### src/hw/rtl/assert_macros.svh
// Assertion helpers shared by the RTL files.
`ifndef ASSERT_MACROS_SVH
`define ASSERT_MACROS_SVH
`ifndef NO_ASSERTIONS
`define ASSERT_IMPL(label, clk, rst_n, prop, msg) \
	label: assert property (@(posedge clk) disable iff (!rst_n) (prop)) else $error(msg);
`define ASSERT_NEVER(label, clk, rst_n, cond, msg) \
	label: assert property (@(posedge clk) disable iff (!rst_n) !(cond)) else $error(msg);
`else
`define ASSERT_IMPL(label, clk, rst_n, prop, msg)
`define ASSERT_NEVER(label, clk, rst_n, cond, msg)
`endif
`endif

### src/hw/rtl/ltok_pkg.sv
`timescale 1ns / 1ps
package ltok_pkg;
	localparam int MaxRes = 4;
	localparam logic [30:0] IntMax = 31'h7FFF_FFFF;

	typedef enum logic [13:0] {
		M_IDLE    = 14'h0001,
		M_STR     = 14'h0002,
		M_ESC     = 14'h0004,
		M_OPHOLD  = 14'h0008,
		M_INT     = 14'h0010,
		M_INTDOT  = 14'h0020,
		M_FRAC    = 14'h0040,
		M_EXPMARK = 14'h0080,
		M_EXPSIGN = 14'h0100,
		M_EXPDIG  = 14'h0200,
		M_ID      = 14'h0400,
		M_IDDOT   = 14'h0800,
		M_ID2     = 14'h1000,
		M_COMMENT = 14'h2000
	} mode_t;

	localparam logic [2:0] K_STR = 3'd0, K_OP = 3'd1, K_INT = 3'd2, K_FLT = 3'd3,
		K_BOOL = 3'd4, K_ID = 3'd5;
	localparam logic [2:0] E_OK = 3'd0, E_UNTERM = 3'd1, E_ESC = 3'd2, E_RANGE = 3'd3,
		E_FLOAT = 3'd4, E_CHAR = 3'd5;

	typedef struct packed {
		logic       char_valid;
		logic [7:0] out_char;
		logic       token_first;
		logic       token_end;
		logic [2:0] kind;
		logic [30:0] value;
		logic       line_done;
		logic [2:0] line_error;
		logic       last;
	} res_t;

	typedef struct packed {
		logic [2:0] n;
		res_t [MaxRes-1:0] r;
	} batch_t;
endpackage

### src/hw/rtl/line_tokenizer_stream.sv
`timescale 1ns / 1ps
// Streaming line tokenizer.
// Input channel in_valid/in_stall carries one source byte per item (ch, has_char,
// line_end). Output channel out_valid/out_stall carries one result per item:
// token characters with first/end marks, the kind and value at a token's end, and
// line_done with line_error on the last result of a line.
// An input item is scanned in the cycle it is accepted and yields up to four results
// as one batch, held in a two-batch queue. Results then leave one per cycle while
// out_stall is low; a batch is registered in the queue before its first result shows.
// Throughput is one item per cycle while each item gives at most one result and the
// receiver does not stall; an item giving several results holds the output for each
// of them in turn, while the queue lets the scanner take further items meanwhile.
// When the receiver stalls, results hold and the queue fills; in_stall rises once
// two batches wait. Reset empties the queue and returns the scanner to the idle
// state between tokens with no line error pending.
module line_tokenizer_stream import ltok_pkg::*; (
	input  logic clk,
	input  logic arst_n,
	input  logic in_valid,
	output logic in_stall,
	input  logic [7:0] ch,
	input  logic has_char,
	input  logic line_end,
	output logic out_valid,
	input  logic out_stall,
	output logic char_valid,
	output logic [7:0] out_char,
	output logic token_first,
	output logic token_end,
	output logic [2:0] kind,
	output logic [30:0] value,
	output logic line_done,
	output logic [2:0] line_error,
	output logic last
);
	logic b_valid, b_full;
	batch_t b_data;
	res_t r;

	ltok_front u_front (.clk, .arst_n, .ch, .has_char, .line_end, .valid(in_valid),
		.stall(in_stall), .b_valid, .b_data, .b_full);
	ltok_back u_back (.clk, .arst_n, .b_valid, .b_data, .b_full, .valid(out_valid),
		.stall(out_stall), .res(r));

	assign char_valid = r.char_valid;
	assign out_char = r.out_char;
	assign token_first = r.token_first;
	assign token_end = r.token_end;
	assign kind = r.kind;
	assign value = r.value;
	assign line_done = r.line_done;
	assign line_error = r.line_error;
	assign last = r.last;
endmodule

### src/hw/rtl/ltok_front.sv
`timescale 1ns / 1ps
`include "assert_macros.svh"
module ltok_front import ltok_pkg::*; (
	input  logic clk,
	input  logic arst_n,
	input  logic [7:0] ch,
	input  logic has_char,
	input  logic line_end,
	input  logic valid,
	output logic stall,
	output logic b_valid,
	output batch_t b_data,
	input  logic b_full
);
	// The scan state advances by one item per cycle unless the queue is full.
	mode_t mode_q;
	logic [7:0] held_q;
	logic [30:0] acc_q;
	logic ovf_q, tokh_q, fnz_q, eneg_q, pesc_q;
	logic [3:0] wm_q;
	logic [2:0] fail_q;
	logic [9:0] sig_q, fz_q;
	logic [16:0] em_q;

	mode_t mode_d;
	logic [7:0] held_d;
	logic [30:0] acc_d;
	logic ovf_d, tokh_d, fnz_d, eneg_d, pesc_d;
	logic [3:0] wm_d;
	logic [2:0] fail_d;
	logic [9:0] sig_d, fz_d;
	logic [16:0] em_d;
	batch_t bo;
	logic go;

	assign stall = b_full;
	assign go = valid && !b_full;

	function automatic logic isd(logic [7:0] c);
		return c >= "0" && c <= "9";
	endfunction
	function automatic logic isa(logic [7:0] c);
		return (c >= "a" && c <= "z") || (c >= "A" && c <= "Z") || c == "_";
	endfunction
	function automatic logic sop(logic [7:0] h);
		return h == "=" || h == "<" || h == ">" || h == "-" || h == "/";
	endfunction
	function automatic logic [3:0] wmn(logic [3:0] m, logic [7:0] c);
		logic [7:0] e;
		case (m)
			4'd1: e = "r"; 4'd2: e = "u"; 4'd3: e = "e"; 4'd5: e = "a";
			4'd6: e = "l"; 4'd7: e = "s"; 4'd8: e = "e"; default: e = 8'd0;
		endcase
		if (m == 4'd0) return c == "t" ? 4'd1 : (c == "f" ? 4'd5 : 4'd15);
		if (e != 8'd0 && c == e) return m + 4'd1;
		return 4'd15;
	endfunction

	always_comb begin
		logic [7:0] c, h;
		logic [34:0] v;
		logic [20:0] en;
		logic signed [18:0] e;
		logic bad;
		c = ch; h = held_q;
		mode_d = mode_q; held_d = held_q; acc_d = acc_q; ovf_d = ovf_q; tokh_d = tokh_q;
		fnz_d = fnz_q; eneg_d = eneg_q; pesc_d = pesc_q; wm_d = wm_q; fail_d = fail_q;
		sig_d = sig_q; fz_d = fz_q; em_d = em_q;
		bo = '0;
		v = '0; en = '0; e = '0; bad = 1'b0;

		if (has_char && fail_q == E_OK) begin
			unique case (mode_q)
				M_STR: begin
					if (c == "\\") mode_d = M_ESC;
					else if (c == "\"") begin
						if (pesc_q) begin fail_d = E_ESC; mode_d = M_IDLE; end
						else begin
							bo.r[bo.n[1:0]] = '{1'b0, 8'd0, !tokh_d, 1'b1, K_STR, 31'd0,
								1'b0, E_OK, 1'b0};
							bo.n = bo.n + 3'd1; mode_d = M_IDLE;
						end
					end else begin
						bo.r[bo.n[1:0]] = '{1'b1, c, !tokh_d, 1'b0, 3'd0, 31'd0, 1'b0, E_OK, 1'b0};
						bo.n = bo.n + 3'd1; tokh_d = 1'b1;
					end
				end
				M_ESC: begin
					logic [7:0] d; logic ok;
					ok = 1'b1;
					case (c)
						"n": d = 8'd10; "t": d = 8'd9; "r": d = 8'd13; "0": d = 8'd0;
						"\\", "\"", "'": d = c;
						default: begin d = 8'd0; ok = 1'b0; end
					endcase
					if (!ok) pesc_d = 1'b1;
					else begin
						bo.r[bo.n[1:0]] = '{1'b1, d, !tokh_d, 1'b0, 3'd0, 31'd0, 1'b0, E_OK, 1'b0};
						bo.n = bo.n + 3'd1; tokh_d = 1'b1;
					end
					mode_d = M_STR;
				end
				default: begin
					// Two passes: first the current mode's handling, then an optional restart.
					logic restart;
					restart = 1'b0;
					unique case (mode_q)
						M_OPHOLD: begin
							if (h == "/" && c == "/") mode_d = M_COMMENT;
							else if ((c == "=" && (h == "=" || h == "!" || h == "<" || h == ">"))
								|| (c == "&" && h == "&") || (c == "|" && h == "|")
								|| (c == ">" && h == "-")) begin
								bo.r[0] = '{1'b1, h, 1'b1, 1'b0, 3'd0, 31'd0, 1'b0, E_OK, 1'b0};
								bo.r[1] = '{1'b1, c, 1'b0, 1'b1, K_OP, 31'd0, 1'b0, E_OK, 1'b0};
								bo.n = 3'd2; mode_d = M_IDLE;
							end else if (!sop(h)) begin fail_d = E_CHAR; mode_d = M_IDLE; end
							else begin
								bo.r[0] = '{1'b1, h, 1'b1, 1'b1, K_OP, 31'd0, 1'b0, E_OK, 1'b0};
								bo.n = 3'd1; restart = 1'b1;
							end
						end
						M_INT: begin
							if (isd(c)) begin
								v = {4'd0, acc_q} * 35'd10 + {27'd0, c - 8'd48};
								if (v > {4'd0, IntMax}) begin v = {4'd0, IntMax}; ovf_d = 1'b1; end
								acc_d = v[30:0];
								if ((sig_q != 0 || c != "0") && sig_q < 10'd1023) sig_d = sig_q + 10'd1;
								bo.r[0] = '{1'b1, c, !tokh_q, 1'b0, 3'd0, 31'd0, 1'b0, E_OK, 1'b0};
								bo.n = 3'd1; tokh_d = 1'b1;
							end else if (c == ".") mode_d = M_INTDOT;
							else if (ovf_q) begin fail_d = E_RANGE; mode_d = M_IDLE; end
							else begin
								bo.r[0] = '{1'b0, 8'd0, 1'b0, 1'b1, K_INT, acc_q, 1'b0, E_OK, 1'b0};
								bo.n = 3'd1; restart = 1'b1;
							end
						end
						M_INTDOT: begin
							if (isd(c)) begin
								bo.r[0] = '{1'b1, ".", 1'b0, 1'b0, 3'd0, 31'd0, 1'b0, E_OK, 1'b0};
								bo.r[1] = '{1'b1, c, 1'b0, 1'b0, 3'd0, 31'd0, 1'b0, E_OK, 1'b0};
								bo.n = 3'd2; mode_d = M_FRAC;
								if (sig_q == 0) begin
									if (c == "0") fz_d = 10'd1; else fnz_d = 1'b1;
								end
							end else if (ovf_q) begin fail_d = E_RANGE; mode_d = M_IDLE; end
							else begin
								bo.r[0] = '{1'b0, 8'd0, 1'b0, 1'b1, K_INT, acc_q, 1'b0, E_OK, 1'b0};
								bo.n = 3'd1; fail_d = E_CHAR; mode_d = M_IDLE;
							end
						end
						M_FRAC, M_EXPDIG: begin
							if (isd(c) && mode_q == M_FRAC) begin
								if (sig_q == 0 && !fnz_q) begin
									if (c == "0") begin if (fz_q < 10'd1023) fz_d = fz_q + 10'd1; end
									else fnz_d = 1'b1;
								end
								bo.r[0] = '{1'b1, c, 1'b0, 1'b0, 3'd0, 31'd0, 1'b0, E_OK, 1'b0};
								bo.n = 3'd1;
							end else if (isd(c)) begin
								en = {4'd0, em_q} * 21'd10 + {13'd0, c - 8'd48};
								em_d = en > 21'd99999 ? 17'd99999 : en[16:0];
								bo.r[0] = '{1'b1, c, 1'b0, 1'b0, 3'd0, 31'd0, 1'b0, E_OK, 1'b0};
								bo.n = 3'd1;
							end else if ((c == "e" || c == "E") && mode_q == M_FRAC) begin
								bo.r[0] = '{1'b1, c, 1'b0, 1'b0, 3'd0, 31'd0, 1'b0, E_OK, 1'b0};
								bo.n = 3'd1; mode_d = M_EXPMARK;
							end else begin
								e = (sig_q != 0) ? $signed({9'd0, sig_q}) - 19'sd1
									: -$signed({9'd0, fz_q}) - 19'sd1;
								e = eneg_q ? e - $signed({2'd0, em_q}) : e + $signed({2'd0, em_q});
								bad = (sig_q != 0 || fnz_q) && (e > 19'sd308 || e < -19'sd308);
								if (bad) begin fail_d = E_FLOAT; mode_d = M_IDLE; end
								else begin
									bo.r[0] = '{1'b0, 8'd0, 1'b0, 1'b1, K_FLT, 31'd0, 1'b0, E_OK, 1'b0};
									bo.n = 3'd1; restart = 1'b1;
								end
							end
						end
						M_EXPMARK, M_EXPSIGN: begin
							if (mode_q == M_EXPMARK && (c == "+" || c == "-")) begin
								eneg_d = (c == "-");
								bo.r[0] = '{1'b1, c, 1'b0, 1'b0, 3'd0, 31'd0, 1'b0, E_OK, 1'b0};
								bo.n = 3'd1; mode_d = M_EXPSIGN;
							end else if (isd(c)) begin
								en = {4'd0, em_q} * 21'd10 + {13'd0, c - 8'd48};
								em_d = en > 21'd99999 ? 17'd99999 : en[16:0];
								bo.r[0] = '{1'b1, c, 1'b0, 1'b0, 3'd0, 31'd0, 1'b0, E_OK, 1'b0};
								bo.n = 3'd1; mode_d = M_EXPDIG;
							end else begin fail_d = E_FLOAT; mode_d = M_IDLE; end
						end
						M_ID, M_ID2: begin
							if (isa(c) || isd(c)) begin
								if (mode_q == M_ID) wm_d = wmn(wm_q, c);
								bo.r[0] = '{1'b1, c, 1'b0, 1'b0, 3'd0, 31'd0, 1'b0, E_OK, 1'b0};
								bo.n = 3'd1;
							end else if (c == "." && mode_q == M_ID) mode_d = M_IDDOT;
							else begin
								bo.r[0] = '{1'b0, 8'd0, 1'b0, 1'b1,
									(wm_q == 4'd4 || wm_q == 4'd9) ? K_BOOL : K_ID,
									{30'd0, wm_q == 4'd4}, 1'b0, E_OK, 1'b0};
								bo.n = 3'd1; restart = 1'b1;
							end
						end
						M_IDDOT: begin
							if (isa(c)) begin
								bo.r[0] = '{1'b1, ".", 1'b0, 1'b0, 3'd0, 31'd0, 1'b0, E_OK, 1'b0};
								bo.r[1] = '{1'b1, c, 1'b0, 1'b0, 3'd0, 31'd0, 1'b0, E_OK, 1'b0};
								bo.n = 3'd2; wm_d = 4'd15; mode_d = M_ID2;
							end else begin
								bo.r[0] = '{1'b0, 8'd0, 1'b0, 1'b1,
									(wm_q == 4'd4 || wm_q == 4'd9) ? K_BOOL : K_ID,
									{30'd0, wm_q == 4'd4}, 1'b0, E_OK, 1'b0};
								bo.n = 3'd1; fail_d = E_CHAR; mode_d = M_IDLE;
							end
						end
						M_COMMENT: ;
						default: restart = 1'b1;
					endcase
					if (restart) begin
						tokh_d = 1'b0; mode_d = M_IDLE;
						if (c == " " || c == "\t" || c == "\r" || c > 8'd127 || c == "(" ||
							c == ")" || c == ",") ;
						else if (c == "#") mode_d = M_COMMENT;
						else if (c == "\"") begin mode_d = M_STR; pesc_d = 1'b0; end
						else if (c == "!" || c == "&" || c == "|" || sop(c)) begin
							held_d = c; mode_d = M_OPHOLD;
						end else if (c == "+" || c == "*" || c == "%") begin
							bo.r[bo.n[1:0]] = '{1'b1, c, 1'b1, 1'b1, K_OP, 31'd0, 1'b0, E_OK, 1'b0};
							bo.n = bo.n + 3'd1;
						end else if (isd(c)) begin
							mode_d = M_INT; acc_d = {23'd0, c - 8'd48}; ovf_d = 1'b0;
							sig_d = {9'd0, c != "0"}; fz_d = '0; fnz_d = 1'b0; eneg_d = 1'b0;
							em_d = '0;
							bo.r[bo.n[1:0]] = '{1'b1, c, 1'b1, 1'b0, 3'd0, 31'd0, 1'b0, E_OK, 1'b0};
							bo.n = bo.n + 3'd1; tokh_d = 1'b1;
						end else if (isa(c)) begin
							mode_d = M_ID; wm_d = wmn(4'd0, c);
							bo.r[bo.n[1:0]] = '{1'b1, c, 1'b1, 1'b0, 3'd0, 31'd0, 1'b0, E_OK, 1'b0};
							bo.n = bo.n + 3'd1; tokh_d = 1'b1;
						end else fail_d = E_CHAR;
					end
				end
			endcase
		end

		if (line_end) begin
			if (fail_d == E_OK) begin
				unique case (mode_d)
					M_STR, M_ESC: fail_d = E_UNTERM;
					M_OPHOLD: begin
						if (sop(held_d)) begin
							bo.r[bo.n[1:0]] = '{1'b1, held_d, 1'b1, 1'b1, K_OP, 31'd0, 1'b0, E_OK, 1'b0};
							bo.n = bo.n + 3'd1;
						end else fail_d = E_CHAR;
					end
					M_INT, M_INTDOT: begin
						if (ovf_d) fail_d = E_RANGE;
						else begin
							bo.r[bo.n[1:0]] = '{1'b0, 8'd0, 1'b0, 1'b1, K_INT, acc_d, 1'b0, E_OK, 1'b0};
							bo.n = bo.n + 3'd1;
							if (mode_d == M_INTDOT) fail_d = E_CHAR;
						end
					end
					M_FRAC, M_EXPMARK, M_EXPSIGN, M_EXPDIG: begin
						e = (sig_d != 0) ? $signed({9'd0, sig_d}) - 19'sd1
							: -$signed({9'd0, fz_d}) - 19'sd1;
						e = eneg_d ? e - $signed({2'd0, em_d}) : e + $signed({2'd0, em_d});
						if (mode_d == M_EXPMARK || mode_d == M_EXPSIGN ||
							((sig_d != 0 || fnz_d) && (e > 19'sd308 || e < -19'sd308)))
							fail_d = E_FLOAT;
						else begin
							bo.r[bo.n[1:0]] = '{1'b0, 8'd0, 1'b0, 1'b1, K_FLT, 31'd0, 1'b0, E_OK, 1'b0};
							bo.n = bo.n + 3'd1;
						end
					end
					M_ID, M_ID2, M_IDDOT: begin
						bo.r[bo.n[1:0]] = '{1'b0, 8'd0, 1'b0, 1'b1,
							(wm_d == 4'd4 || wm_d == 4'd9) ? K_BOOL : K_ID,
							{30'd0, wm_d == 4'd4}, 1'b0, E_OK, 1'b0};
						bo.n = bo.n + 3'd1;
						if (mode_d == M_IDDOT) fail_d = E_CHAR;
					end
					default: ;
				endcase
			end
			if (bo.n == 3'd0) bo.n = 3'd1;
			bo.r[bo.n[1:0] - 2'd1].line_done = 1'b1;
			bo.r[bo.n[1:0] - 2'd1].line_error = fail_d;
			mode_d = M_IDLE; held_d = '0; acc_d = '0; ovf_d = 1'b0; tokh_d = 1'b0;
			fnz_d = 1'b0; eneg_d = 1'b0; pesc_d = 1'b0; wm_d = '0; fail_d = E_OK;
			sig_d = '0; fz_d = '0; em_d = '0;
		end
		if (bo.n != 3'd0) bo.r[bo.n[1:0] - 2'd1].last = 1'b1;
	end

	always_ff @(posedge clk or negedge arst_n) begin
		if (!arst_n) begin
			mode_q <= M_IDLE; held_q <= '0; acc_q <= '0; ovf_q <= 1'b0; tokh_q <= 1'b0;
			fnz_q <= 1'b0; eneg_q <= 1'b0; pesc_q <= 1'b0; wm_q <= '0; fail_q <= E_OK;
			sig_q <= '0; fz_q <= '0; em_q <= '0;
		end else if (go) begin
			mode_q <= mode_d; held_q <= held_d; acc_q <= acc_d; ovf_q <= ovf_d; tokh_q <= tokh_d;
			fnz_q <= fnz_d; eneg_q <= eneg_d; pesc_q <= pesc_d; wm_q <= wm_d; fail_q <= fail_d;
			sig_q <= sig_d; fz_q <= fz_d; em_q <= em_d;
		end
	end

	assign b_valid = go && bo.n != 3'd0;
	assign b_data = bo;

	`ASSERT_NEVER(a_fail_idle, clk, arst_n, fail_q != E_OK && mode_q != M_IDLE, "scan after error")
	`ASSERT_IMPL(a_batch_size, clk, arst_n, b_valid |-> b_data.n <= 3'd4, "batch too large")
	`ASSERT_IMPL(a_le_out, clk, arst_n, (go && line_end) |-> b_valid, "line end gave no result")
endmodule

### src/hw/rtl/ltok_back.sv
`timescale 1ns / 1ps
`include "assert_macros.svh"
module ltok_back import ltok_pkg::*; (
	input  logic clk,
	input  logic arst_n,
	input  logic b_valid,
	input  batch_t b_data,
	output logic b_full,
	output logic valid,
	input  logic stall,
	output res_t res
);
	// Two-entry batch queue, then results are played out one a cycle while not stalled.
	batch_t q_q [2];
	logic [1:0] cnt_q;
	logic wp_q, rp_q;
	logic [1:0] idx_q;
	logic pop, push;

	assign b_full = cnt_q == 2'd2;
	assign push = b_valid && !b_full;
	assign valid = cnt_q != 2'd0;
	assign res = q_q[rp_q].r[idx_q];
	assign pop = valid && !stall && ({1'b0, idx_q} + 3'd1 == q_q[rp_q].n);

	always_ff @(posedge clk) begin
		if (push) q_q[wp_q] <= b_data;
	end

	always_ff @(posedge clk or negedge arst_n) begin
		if (!arst_n) begin
			cnt_q <= '0; wp_q <= 1'b0; rp_q <= 1'b0; idx_q <= '0;
		end else begin
			if (push) wp_q <= !wp_q;
			if (pop) begin rp_q <= !rp_q; idx_q <= '0; end
			else if (valid && !stall) idx_q <= idx_q + 2'd1;
			cnt_q <= cnt_q + {1'b0, push} - {1'b0, pop};
		end
	end

	`ASSERT_NEVER(a_no_overflow, clk, arst_n, push && cnt_q == 2'd2, "queue overflow")
	`ASSERT_IMPL(a_last_pop, clk, arst_n, (valid && !stall && res.last) |-> pop,
		"last result does not retire batch")
	`ASSERT_IMPL(a_hold, clk, arst_n, (valid && stall) |=> valid, "result dropped under stall")
endmodule
### config.mk
export PLATFORM = sky130hd
export DESIGN_NAME = line_tokenizer_stream
export DESIGN_NICKNAME = d
export VERILOG_FILES = /design/src/hw/rtl/ltok_pkg.sv /design/src/hw/rtl/line_tokenizer_stream.sv /design/src/hw/rtl/ltok_front.sv /design/src/hw/rtl/ltok_back.sv
export VERILOG_INCLUDE_DIRS = /design/src /design/src/hw/rtl
export SDC_FILE = /design/constraint.sdc
export NUM_CORES = 2
export LEC_CHECK = 0
export BUFFER_PORTS_ARGS = -buffer_cell sky130_fd_sc_hd__buf_4
export CORE_MARGIN = 1
export CORE_UTILIZATION = 30
export CTS_BUF_LIST = sky130_fd_sc_hd__clkbuf_16
export CTS_CLUSTER_DIAMETER = 50
export DETAILED_ROUTE_END_ITERATION = 12
export PLACE_DENSITY = 0.56
export SYNTH_ARGS = -nofsm -noshare
export SYNTH_HDL_FRONTEND = slang
export SYNTH_SLANG_ARGS = --single-unit
### constraint.sdc
create_clock -name clk -period 15.05 [get_ports clk]
set_input_delay 1.505 -clock clk [delete_from_list [all_inputs] [get_ports clk]]
set_output_delay 1.505 -clock clk [all_outputs]
set_load 0.005 [all_outputs]
* Word level (Yosys, flattened, before mapping)
Memory sizes are Yosys's and may differ from the RTL's.
Index checks and enable logic that the tools add are counted.
** Storage, ports and cells
- Register bits :: 108
- Latch bits :: 0
- Bits in writable memories :: 406
- ROM bits :: 0
- Output and inout bits :: 52
- Logic and storage cells :: 666
- Memories :: 1
** Memories
- u_back.q_q :: words 2, bits a word 203, rd ports 1, clocked after memory_dff 0, write ports 1, RTL line ltok_back.sv:14 : batch_t q_q [2];
** Cells by class
- Add/sub/neg operators :: 24
- Multiply operators :: 2
- Div/mod/pow operators :: 0
- $lt $le $gt $ge :: 24
- Eq/ne operators :: 90
- Shift-type cells :: 0
- Muxes and demuxes :: 397
- Bitwise logic cells :: 3
- Reduce and logical (&&, ||, !) cells :: 108
** Operators by type and width (number)
- $mux W203 :: 15
- $bwmux W200 :: 8
- $mux W50 :: 24
- $pmux W203 S4 :: 1
- $demux W50 S2 :: 5
- $mux W31 :: 13
- $pmux W50 S7 :: 1
- $mux W14 :: 24
- $mux W10 :: 31
- $eq A8 B6 Y1 const B :: 31
- $mux W17 :: 14
- $mux W200 :: 1
- $and A188 B188 Y188 :: 1
- $not A188 Y188 :: 1
- $mux W8 :: 23
- $mux W150 :: 1
- $mux W3 :: 50
- $pmux W50 S3 :: 1
- $mux W1 :: 127
- $mux W40 :: 3
- $bmux W50 S2 :: 1
- $mux W100 :: 1
- $pmux W50 S2 :: 1
- $pmux W14 S7 :: 1
- 95 further kinds :: 269

* Depth between registers and ports, before layout
- Depth after elaboration :: 69
- Gate-level depth with buffers :: 52
- Gate-level depth less buffers :: 49

* Hierarchy
Synthesis repeated with hierarchy kept, for this count alone.
** Second synthesis, totals
- Cell total of the unflattened synthesis :: 3415
- Area total of the unflattened synthesis :: 35959.5 µm²
** Modules (own cells, without submodules)
- ltok_front :: instances 1, cells an instance 2794, area each 20408.3 µm², sequential area each 2553.7 µm²
- ltok_back :: instances 1, cells an instance 621, area each 15551.2 µm², sequential area each 12341.8 µm²

* Worst setup path before layout
Ideal clock, no wire load.
- Path type :: reg-to-reg
- From :: reg u_front.sig_q[3]
- To :: mem u_back.q_q[0][0] (netlist bit) (enable)
- Library setup time :: 587 ps
- Arrival :: 14824 ps
- Required time :: 14463 ps
- Setup slack :: -361 ps
- Stages on the path, launching flop included :: 48
- Buffers on the path :: 3
- Period minus slack after synthesis :: 15411 ps
- Cell sequence :: dfrtp_1 -> clkbuf_1 -> nor3_1 -> nand4_1 -> clkbuf_1 -> inv_1 -> nand2_1 -> o21ai_0 -> ha_1 -> inv_1 -> fa_1 -> a21o_1 -> a221o_1 -> a221oi_2 -> o21ai_1 -> xnor2_1 -> or4_1 -> or2_1 -> [12 not listed] -> nor2b_1 -> o21a_1 -> o21ai_0 -> a31oi_1 -> a311o_1 -> a31o_2 -> a21oi_1 -> o21bai_1 -> xor2_1 -> and4_1 -> nor2b_1 -> mux2_2 -> or4_1 -> and3_4 -> a31oi_1 -> a221oi_4 -> a31oi_4 -> and2_1
** On the way
- Word-level cells in the longest chain between the ends :: 39
- Elaborated cells on any way between the ends :: 171
** Ends and longest elaborated chain
- start: declaration :: RTL line ltok_front.sv:22 : logic [9:0] sig_q, fz_q;
- start signal: assignment :: RTL line ltok_front.sv:304 : sig_q <= sig_d; fz_q <= fz_d; em_q <= em_d;
- $sub A10 B1 Y11 / $reduce_bool A10 Y1 (equally long branches) :: RTL line ltok_front.sv:168, ltok_front.sv:127, ltok_front.sv:171
- $mux W19 :: RTL line ltok_front.sv:168 : e = (sig_q != 0) ? $signed({9'd0, sig_q}) - 19'sd1
- $add A19 B18 Y19 / $sub A19 B18 Y19 (equally long branches) :: RTL line ltok_front.sv:170 : e = eneg_q ? e - $signed({2'd0, em_q}) : e + $signed({2'd0, em_q});
- $mux W19 :: RTL line ltok_front.sv:170
- $gt A19 B10 Y1 / $lt A19 B10 Y1 (equally long branches) :: RTL line ltok_front.sv:171 : bad = (sig_q != 0 || fnz_q) && (e > 19'sd308 || e < -19'sd308);
- $logic_or A1 B1 Y1 :: RTL line ltok_front.sv:171
- $logic_and A1 B1 Y1 :: RTL line ltok_front.sv:171
- $mux W1 :: RTL line ltok_front.sv:172 : if (bad) begin fail_d = E_FLOAT; mode_d = M_IDLE; end
- [23 not listed]
- $mux W3 :: RTL line ltok_front.sv:286 : if (bo.n == 3'd0) bo.n = 3'd1;
- $mux W3 :: RTL line ltok_front.sv:246 : if (line_end) begin
- $mux W203 * :: RTL line ltok_front.sv:246
- $reduce_bool A3 Y1 * :: RTL line ltok_front.sv:308 : assign b_valid = go && bo.n != 3'd0;
- $logic_and A1 B1 Y1 * :: RTL line ltok_front.sv:308
- $logic_and A1 B1 Y1 * :: RTL line ltok_back.sv:21 : assign push = b_valid && !b_full;
- $mux W1 * :: RTL line ltok_back.sv:27 : if (push) q_q[wp_q] <= b_data;
- $mux W1 (not written as such) * :: RTL line ltok_back.sv:27
- end: declaration :: RTL line ltok_back.sv:14
Mark *: on every way between the ends. The rest lies on a longest branch, timed or not. The select of a mux whose other input is x is not followed.

* Final worst setup path
- From :: reg u_front.sig_q[0]
- To :: mem u_back.q_q[0][118] (netlist bit) (enable)
Same word-level chain as after synthesis.

==> reports/qor.csv <==
metric;value;unit
final_cells;4999;
worst_slew_pin_slew;1.22;ns
antenna_left;0;
hold_class;flop to flop;
status;completed;
die_y;343;um
required;15.37;ns
hold_violations;0;
p_leak;0.0141;uW
slew_viol_final;0;
place_ws;1.62;ns
core_area;115000;um^2
crit_path_end_kind;flop;
syn_inst;3417;
dp_hpwl;77900;um
drt_iter0_drc;2478;
ctsRootBufferMaster;clkbuf_16;
clk_pin_slew_worst_paths;0.06;ns
start_util;30.4;%
gp_congestion;0.978;
grt_pass1_wl;165000;um
setup_violations;0;
synth-edff-count;402;
arrival;13.90;ns
cts_made_buffers;67;
drc_errors;0;
first_global_vias;27300;
crit_buf_inv;5;
hold_start;u_back.cnt_q[1];
yosys_warnings;0;
synthArstFlopShare;21.2;%
p_per_area;124;nW/um^2
final_net_count;3617;
critical-path-top-delay-family;simple AND/OR/NAND/NOR gates;
crit_fanout;52;
ir_drop;0.0893;mV
nFillCells;11500;
cts_buffer_depth;3;
cts-resized-gates;0;
synth-main-ff-cell;edfxtp_1;
hold_depth;1;
worst_path_max_delay_cell;and2_4;
seq_area;14800;um^2
setup_ws;1.47;ns
ys_types;116;
synth_area;34900;um^2
fin_crit_sh;90.3;%
skew;0.0392;ns
reg2reg_depth;46;
htreeDepth;3;
area_growth;12.5;%
rows;124;
die_area;118000;um^2
multi_input_area;19200;um^2
wl_per_cell;21.5;um
clk-insertion-delay-late;0.62;ns
synth.yosys.seq_area_share;42.3;%
vias_per_cell;5.60;
max_freq;0.0736;GHz
die_w;343;um
r2r_setup_slack;1.47;ns
postCtsHoldBufs;0;
rr_startpoint;u_front.sig_q[0];
cp-start-kind;flop;
io_pins;66;
dp.cells;4875;
drt-pass1-iter-count;8;
fin_tns_setup;0;ns
relSlewSlack;17.9;%
slowest_delay;0.68;ns
holdPathEnd;u_back.cnt_q[1];
avgSynthCellArea;10.2;um^2
dr_total_vias;28000;
grt_remaining_overflow;0;
grtUsageTotal;17.9;%
synth-seq-cells;510;
drive_gt1_share;14.2;%
crit_type;flop to flop;
cts_tree;yes;
port_buffers;65;
grt_setup_unrepaired;false;
reg2reg_to;u_back.q_q[0][118];
grt_max_degree;71;
cts.sinks;510;
drv_cap;0;
post_cts_buffers;0;
wl;107000;um
grt_antenna_before_repair;1;
period_needed;13.58;ns
==> stage by stage <==
stage               hold WS [ns]  total power, uW  util, %  instance area (um^2)
floorplan                  0.451             2810        -                 35000
global placement           0.477             3360     32.3                 37100
detailed placement         0.484             3360     32.3                 37100
CTS                        0.503             4940     34.2                 39300
global route               0.538             5110     34.2                 39300
finish                     0.496             4870     34.2                 39300
==> cell usage after synthesis (30+ instances only) <==
cell type  instances  area, um^2
nor2b_1           39         244
o21ai_0          221        1110
mux2_2            56         631
clkbuf_1         152         571
a31oi_1           32         200
mux4_2            99        2230
nand4_1           37         231
ha_1             165        2060
and3_1            42         263
nor2_1           363        1360
nor3_1            83         415
a22o_1            36         315
xor2_1            48         420
a2bb2o_4          30         601
nor4_1            36         225
dfrtp_1          107        2680
a21oi_1          237        1190
nand2b_1          48         300
xnor2_1          103         902
nand3_1           82         410
nand2_1          291        1090
edfxtp_1         402       12100
and2_1            40         250
inv_1             81         304
a21o_1            53         398
==> power breakdown <==
group          total [uW]  leakage, uW  switching (uW)  internal [uW]
logic                1470      0.00792             768            700
clock network        1560      0.00109             645            916
registers            1840      0.00513             126           1720
==> routing by layer <==
layer | up-vias | track usage [%] | share of wire, %
met5 | - | 0 | 0.011
met2 | 997 | 29.5 | 47
met4 | 2 | 6.05 | 3.1
li1 | 13000 | - | -
met3 | 210 | 2.51 | 5.9
met1 | 13700 | 24.1 | 44
==> cells by family after synthesis <==
| kind of cell | Yosys count | share of synthesized area [%] |
|---|---|---|
| compound gates | 923 | 18.5 |
| xor+xnor | 151 | 3.79 |
| fa+ha+maj | 171 | 6.25 |
| buf+inv | 267 | 3.04 |
| flops | 510 | 42.3 |
| mux | 171 | 8.65 |
| other cells | 1 | 0.0107 |
| simple gates | 1223 | 17.5 |
==> worst reg2reg max path, delay by kind of cell, from the launching register on <==
family / cells / cell delay, ns
simple gates: 16 / 4.93
compound gates: 18 / 4.42
buf+inv: 5 / 1.59
mux: 1 / 0.28
flops: 1 / 0.49
xor+xnor: 2 / 0.31
fa+ha+maj: 4 / 1.25
==> area by class of cell <==
class | instances | area share [%]
Tap cell | 1512 | 4.81
Clock buffer | 69 | 4.39
Sequential cell | 510 | 37.6
Clock inverter | 53 | 1.15
Inverter | 83 | 0.796
Timing Repair Buffer | 113 | 2.32
Antenna cell | 2 | 0.0127
Multi-Input combinational cell | 2657 | 48.9
==> registers in the layout, summed over array words and instances, names as in the netlist, 2 cells and up <==
register and count:
u_front.fz_q 10, u_back.idx_q 2, u_back.q_q 402, u_front.fail_q 3, u_front.mode_q 14, u_front.sig_q 10, u_front.held_q 8, u_front.acc_q 31
u_front.wm_q 4, u_back.cnt_q 2, u_front.em_q 17
==> worst max path at each step <==
stage,startpoint,to,slack (ns),cells after the start
after detailed placement,u_front.sig_q[2],u_back.q_q[0][4],1.62,45
final,u_front.sig_q[0],u_back.q_q[0][118],1.47,46
after CTS,u_front.sig_q[0],u_back.q_q[0][37],1.58,46
after global placement,u_front.sig_q[2],u_back.q_q[0][4],1.80,45
after global routing,u_front.sig_q[2],u_back.q_q[0][154],0.48,45
after floorplan,u_front.sig_q[3],u_back.q_q[0][0],1.90,47
==> cell usage in the layout, fill, tap and decap left out, drive strengths merged, types with 69 or more instances in the layout <==
master / n
nor3: 88
mux4: 99
a21oi: 238
nand2: 292
edfxtp: 402
o21ai: 233
nand3: 83
nor2: 366
clkbuf: 69
inv: 108
buf: 113
xnor2: 103
dfrtp: 107
ha: 165
Note: power is estimated with default switching activity, not from simulation.
